[src/rtl/gfc_pkg.sv]
// Shared constants, types and command format for the GIF frame compositor.
package gfc_pkg;

	localparam int MAX_WIDTH    = 256;
	localparam int MAX_HEIGHT   = 256;
	localparam int PALETTE_SIZE = 256;
	localparam int CELLS        = MAX_WIDTH * MAX_HEIGHT;
	localparam int ADDR_W       = $clog2(CELLS);
	localparam int XW           = $clog2(MAX_WIDTH + 1);
	localparam int YW           = $clog2(MAX_HEIGHT + 1);
	localparam int PAL_AW       = $clog2(PALETTE_SIZE);
	localparam int CFG_W        = 9;
	localparam int CFG_IDX_W    = 8;
	localparam int QDEPTH       = 2;
	localparam int QPTR_W       = $clog2(QDEPTH);
	localparam int QCNT_W       = $clog2(QDEPTH + 1);
	localparam int IN_DATA_W    = 120;
	localparam int IN_USER_W    = 3;
	localparam int OUT_DATA_W   = 80;
	localparam int OUT_USER_W   = 2;

	localparam logic [2:0] ACT_START   = 3'd0;
	localparam logic [2:0] ACT_PALETTE = 3'd1;
	localparam logic [2:0] ACT_BEGIN   = 3'd2;
	localparam logic [2:0] ACT_PIXEL   = 3'd3;
	localparam logic [2:0] ACT_READ    = 3'd4;

	localparam logic [1:0] ST_OK         = 2'd0;
	localparam logic [1:0] ST_OFF_CANVAS = 2'd1;
	localparam logic [1:0] ST_FRAME_FULL = 2'd2;
	localparam logic [1:0] ST_NO_FRAME   = 2'd3;

	localparam logic [2:0] DISP_CLEAR   = 3'd2;
	localparam logic [2:0] DISP_RESTORE = 3'd3;

	localparam logic [9:0] DELAY_DEFAULT = 10'd10;
	localparam logic [9:0] DELAY_MAX     = 10'd1000;
	localparam logic [7:0] ALPHA_OPAQUE  = 8'hFF;

	localparam logic [CFG_IDX_W-1:0] CFG_WIDTH_IDX  = 8'd0;
	localparam logic [CFG_IDX_W-1:0] CFG_HEIGHT_IDX = 8'd1;

	typedef enum logic [2:0] {
		CMD_START,
		CMD_PALETTE,
		CMD_BEGIN,
		CMD_PIXEL,
		CMD_READ,
		CMD_NONE
	} cmd_kind_t;

	typedef struct packed {
		cmd_kind_t   kind;
		logic [7:0]  cidx;
		logic [7:0]  red;
		logic [7:0]  green;
		logic [7:0]  blue;
		logic [15:0] fx;
		logic [15:0] fy;
		logic [15:0] fw;
		logic [15:0] fh;
		logic [2:0]  disp;
		logic        ten;
		logic [9:0]  dur;
	} cmd_t;

endpackage

[src/rtl/gfc_front.sv]
// Front end: accepts input transactions, classifies them and queues commands.
module gfc_front (
	input  logic                            clk,
	input  logic                            arst_n,
	input  logic                            hold,
	input  logic                            s_tvalid,
	output logic                            s_tready,
	// color_index, red, green, blue, frame_x, frame_y, frame_w, frame_h,
	// disposal_mode, transparent_enable, delay_cs, zero fill
	input  logic [gfc_pkg::IN_DATA_W-1:0]   s_tdata,
	// action
	input  logic [gfc_pkg::IN_USER_W-1:0]   s_tuser,
	output logic                            cmd_valid,
	input  logic                            cmd_pop,
	output gfc_pkg::cmd_t                   cmd
);

	gfc_pkg::cmd_t               new_cmd;
	gfc_pkg::cmd_t               queue_q [gfc_pkg::QDEPTH];
	logic [gfc_pkg::QPTR_W-1:0]  wr_ptr_q;
	logic [gfc_pkg::QPTR_W-1:0]  rd_ptr_q;
	logic [gfc_pkg::QCNT_W-1:0]  cnt_q;
	logic                        push;
	logic [15:0]                 delay;

	assign s_tready  = !hold && (cnt_q < gfc_pkg::QCNT_W'(gfc_pkg::QDEPTH));
	assign push      = s_tvalid && s_tready;
	assign cmd_valid = (cnt_q != '0);
	assign cmd       = queue_q[rd_ptr_q];
	assign delay     = s_tdata[115:100];

	always_comb begin
		unique case (s_tuser)
			gfc_pkg::ACT_START:   new_cmd.kind = gfc_pkg::CMD_START;
			gfc_pkg::ACT_PALETTE: new_cmd.kind = gfc_pkg::CMD_PALETTE;
			gfc_pkg::ACT_BEGIN:   new_cmd.kind = gfc_pkg::CMD_BEGIN;
			gfc_pkg::ACT_PIXEL:   new_cmd.kind = gfc_pkg::CMD_PIXEL;
			gfc_pkg::ACT_READ:    new_cmd.kind = gfc_pkg::CMD_READ;
			default:              new_cmd.kind = gfc_pkg::CMD_NONE;
		endcase
		new_cmd.cidx  = s_tdata[7:0];
		new_cmd.red   = s_tdata[15:8];
		new_cmd.green = s_tdata[23:16];
		new_cmd.blue  = s_tdata[31:24];
		new_cmd.fx    = s_tdata[47:32];
		new_cmd.fy    = s_tdata[63:48];
		new_cmd.fw    = s_tdata[79:64];
		new_cmd.fh    = s_tdata[95:80];
		new_cmd.disp  = s_tdata[98:96];
		new_cmd.ten   = s_tdata[99];
		priority if (delay == 16'd0) begin
			new_cmd.dur = gfc_pkg::DELAY_DEFAULT;
		end else if (delay > 16'(gfc_pkg::DELAY_MAX)) begin
			new_cmd.dur = gfc_pkg::DELAY_MAX;
		end else begin
			new_cmd.dur = delay[9:0];
		end
	end

	always_ff @(posedge clk) begin
		if (push) begin
			queue_q[wr_ptr_q] <= new_cmd;
		end
	end

	always_ff @(posedge clk or negedge arst_n) begin
		if (!arst_n) begin
			wr_ptr_q <= '0;
			rd_ptr_q <= '0;
			cnt_q    <= '0;
		end else begin
			if (push) begin
				wr_ptr_q <= (wr_ptr_q == gfc_pkg::QPTR_W'(gfc_pkg::QDEPTH - 1)) ? '0
					: wr_ptr_q + 1'b1;
			end
			if (cmd_pop) begin
				rd_ptr_q <= (rd_ptr_q == gfc_pkg::QPTR_W'(gfc_pkg::QDEPTH - 1)) ? '0
					: rd_ptr_q + 1'b1;
			end
			if (push && !cmd_pop) begin
				cnt_q <= cnt_q + 1'b1;
			end else if (!push && cmd_pop) begin
				cnt_q <= cnt_q - 1'b1;
			end
		end
	end

endmodule

[config.mk]
export PLATFORM = sky130hd
export DESIGN_NAME = gfc_front
export DESIGN_NICKNAME = d
export VERILOG_FILES = /design/src/rtl/gfc_pkg.sv /design/src/rtl/gfc_front.sv
export SDC_FILE = /design/constraint.sdc
export NUM_CORES = 1
export LEC_CHECK = 0
export ABC_AREA = 1
export BUFFER_PORTS_ARGS = -buffer_cell sky130_fd_sc_hd__buf_2
export CORE_MARGIN = 2
export CORE_UTILIZATION = 47
export CTS_CLUSTER_SIZE = 10
export DETAILED_ROUTE_END_ITERATION = 8
export GPL_TIMING_DRIVEN = 0
export PLACE_DENSITY_LB_ADDON = 0.25
export SKIP_LAST_GASP = 1
export SYNTH_ARGS = -nofsm -noshare
export SYNTH_HDL_FRONTEND = slang
export SYNTH_SLANG_ARGS = --single-unit
[constraint.sdc]
create_clock -name clk -period 6.2 [get_ports clk]
set_input_delay 0.62 -clock clk [delete_from_list [all_inputs] [get_ports clk]]
set_output_delay 0.62 -clock clk [all_outputs]
set_load 0.03 [all_outputs]
* Yosys cells after proc, flatten, opt, wreduce, memory -nomap -nowiden
Memories as Yosys holds them, arrays and structs flattened. Cells that the tools add are included.
Word-level totals: memories kept 1, bits in writable memories 226, output and inout bits 115, register bits 4, logic and storage cells 34, input port bits 128
Cells by class: reduce and logical (&&, ||, !) cells 11, multiplexer cells 9, add/subtract/negate cells 4, equality and inequality tests 4, $lt $le $gt $ge 2
Memory list:
- queue_q | depth 2, bits a word 113, read ports 1, clocked after memory_dff 0, write ports 1, RTL line gfc_front.sv:19 | gfc_pkg::cmd_t queue_q [gfc_pkg::QDEPTH];
Operators with widths (count):
- $mux W10 | 2
- $gt A16 B10 Y1 const B | 1
- $logic_not A16 Y1 | 1
- $pmux W3 S5 | 1
- $eq A3 B2 Y1 const B | 2
- $logic_and A1 B1 Y1 | 4
- $mux W1 | 4
- $mux W2 | 2
- $reduce_bool A2 Y1 | 2
- $eq A3 B1 Y1 const B | 1
- $eq A3 B3 Y1 const B | 1
- $logic_not A1 Y1 | 3
- $logic_not A3 Y1 | 1
- $add A1 B1 Y1 const B | 2
- $add A2 B1 Y2 const B | 1
- $lt A2 B2 Y1 const B | 1
- $sub A2 B1 Y2 const B | 1

* Depth between registers and ports, before layout
depth after elaboration 7, gate-level depth with buffers 7, mapped depth without buffers 7

* Least setup slack after synthesis
Ideal clock, no wire load.
path kind input to register, start in hold, end mem queue_q[0][0] in the netlist's numbering (enable), stages on the path 3, arrival time 6.037 ns, slack -0.424 ns, path buffers 0, required time 5.613 ns, path through nor2_1 > nand2_1 > nor2_1
On the way: longest elaborated chain between the ends 5
RTL lines:
- from (decl) | RTL line gfc_front.sv:5 | input logic hold,
- $logic_not A1 Y1 | RTL line gfc_front.sv:26 | assign s_tready = !hold && (cnt_q < gfc_pkg::QCNT_W'(gfc_pkg::QDEPTH));
- $logic_and A1 B1 Y1 | RTL line gfc_front.sv:26
- $logic_and A1 B1 Y1 | RTL line gfc_front.sv:27 | assign push = s_tvalid && s_tready;
- $mux W1 | RTL line gfc_front.sv:61 | if (push) begin
- $mux W1 (implied by the code) | RTL line gfc_front.sv:62 | queue_q[wr_ptr_q] <= new_cmd;
- to (decl) | RTL line gfc_front.sv:19
Every way passes these cells.

==> impl_results.md <==
- Final #Nets: 826
- Number of DRC markers in iteration 0: 210
- Vias in the first global route: 5077
- Synthesized area: 0.00881 mm2
- Setup Buffers After CTS: 0
- Distinct cell type count after synthesis: 22
- Worst-Skew Late Latency: 0.51 ns
- Top-area cell type share of the netlist area: 77.0%
- FF+latch count, synth: 230
- Fin. max-slew vios: 0
- Clock Path Buffers: 3
- DIE WIDTH: 141 um
- Total grt overflow: 0
- Minimum clock period: 2.45 ns
- Cells after Synth: 421
- Clk slew on worst S/H paths: 0.05 ns
- Final setup vio count: 0
- IR drop worst, VDD: 294 uV
- Mean Syn Cell Area: 20.9 um2
- Multi-input gate area: 0.00176 mm2
- Port Buffer Count: 238
- Via count: 4653
- Synth area leader: edfxtp_1
- DRT antenna net count: 0
- Startpoint types: flop
- Layout filler cell count: 1375
- Worst min path class: in2reg
- Number of clock buffers inserted by TritonCTS: 27
- Register area: 0.00689 mm2
- Ranking of synthesized cells by area: edfxtp_1, mux2_4, mux2_2, dfrtp_1, buf_6
- Synth Flop Type: edfxtp_1
- GRT Util Overall: 16.2%
- Initial antenna violation count: 2
- Vias per cell: 4.93
- Register area share after synthesis: 78.1%
- HP Start: s_tdata[46]
- Core ar.: 0.0186 mm2
- Worst Setup SP: rd_ptr_q
- Residual DRC: 0
- Slew margin rel.: 47.7%
- Least-Margin Pin Slew: 0.782 ns
- DP Wirelength: 11.7 mm
- Area grow syn2layout: 27.7%
- Die height: 141 um
- Max Clock Skew: 0.0102 ns
- Total leakage power: 4.41 nW
- Worst path required time: 5.58 ns
- # clock sinks: 230
- Number of core rows: 50
- Setup_tns: 0 ns
- Clk root buf: clkbuf_16
- Crit. End Element: output port
- # IOs: 243
- Final Hold Vio Count: 0
- CP Class: reg2out
- Worst-path maximum fanout: 10
- PwrDens: 439 mW/mm2
- Wire length per cell: 17.6 um
- DIE AREA: 0.0199 mm2
- Utilization after layout: 60.6%
- Synthesized Nets: 550
- Global-route wire length before repair: 25.5 mm
- Fmax: 408 MHz
- Reg2reg start: cnt_q[1]
- H-tree depth: 1
- RSZ-0062 raised after global routing: false
- Initial Utilization: 47.4%
- Reg2Reg Setup Slack: 4.00 ns
- Asr flop ratio synth: 1.74%
- CTS tree: yes
- Status: finished clean
- Total wire length: 16.6 mm
- Maxcap violations: 0
- Gpl congestion: 0.794
- DRT Pass-1 Iters: 4
- Worst EP arrival: 1.83 ns
- Share of layout cells above drive strength 1: 57.1%
- Post-synth EDFFs: 226
- Yosys warns: 0
- Period Utilization, post-route: 39.6%
- Largest net degree at the start of global routing: 29
## cell type report
cell class / instances / share of cell area (%)
Clock inverter: 3 / 0.189
Sequential cell: 230 / 61.2
Antenna cell: 1 / 0.0222
Buffer: 14 / 1.09
Tap cell: 234 / 2.60
Clock buffer: 38 / 6.37
Multi-Input combinational cell: 161 / 15.6
Timing Repair Buffer: 247 / 12.4
Inverter: 16 / 0.534
## routing by layer
metal  share of wire [%]  track usage [%]  vias up
li1                    -                -     2168
met1                  40             19.3     2275
met2                  50             28.7      189
met3                 8.8             5.57       19
met4                 1.2             3.79        2
met5               0.042                0        -
## logic make-up after synthesis
logic type                 after synthesis  share of synthesized area, %
AOI/OAI and AO/OA                        3                         0.199
xor gates and xnor gates                 4                         0.398
adders and majority gates                1                         0.142
buffers and inverters                   30                          2.07
DFF                                    230                          78.1
muxes                                  113                          17.0
and+or+nand+nor                         40                          2.06
## sequential cells by signal, indices dropped and copies added, names as in the netlist
register  cells
queue_q     226
rd_ptr_q      1
wr_ptr_q      1
cnt_q         2
## critical path, stage by stage, from the launching register on
cell and delay, ns:
dfrtp_1 0.33, buf_6 0.12, buf_8 0.17, buf_6 0.20, mux2_4 0.31, buf_2 0.18
## synthesized netlist by cell type, drive strengths merged (2+ instances only)
cell type and count:
edfxtp 226, mux2 113, inv 16, nor2 15
buf 13, nand2 13, nand3 7, dfrtp 4
xor2 3, nand3b 2, nand4 2
## per-stage QoR
stage                     area [um2]  hold slack [ns]  power [mW]  cells  setup slack, ns
after floorplan                 8810            0.324        3.23    421           -0.424
after global placement         10300            0.426        3.63    893            -2.51
after detailed placement       10500            0.433        3.66    901             3.62
after CTS                      11300            0.266        5.01    943             3.71
after global routing           11300            0.274        5.16    944             3.67
final                          11300            0.296        4.94    944             3.75
## final timing paths
| kind | end | cells after the start |
|---|---|---|
| hold / removal | queue_q[1][76] | 1 |
| min in group asynchronous | cnt_q[1] | 2 |
| setup reg to reg | queue_q[0][90] | 5 |
| setup / recovery | cmd[51] | 5 |
| max in group asynchronous | wr_ptr_q | 2 |
| hold reg to reg | cnt_q[0] | 1 |
## where the power goes
group	internal, mW	switching, mW
clock	0.792	0.546
sequential	1.88	0.0375
combinational	0.676	1.01
total	3.35	1.60
## placed cells by master (no fill, tap or decap), types with 2 or more instances in the layout
cell type	count
buf_16	4
nor2_4	3
nand3_1	7
clkbuf_16	27
clkbuf_1	12
nand4_1	2
nand3b_1	2
buf_12	4
edfxtp_1	226
nand2_1	13
nor2_1	12
buf_6	7
mux2_4	60
inv_1	16
mux2_2	53
dfrtp_1	4
xor2_1	3
buf_2	243
## repair_timing
item	4_1_cts	5_1_grt
hold endpoints to repair	4	0
resized for setup	0	0
hold buffers	1	0
Power figures use the tool's default switching activity.
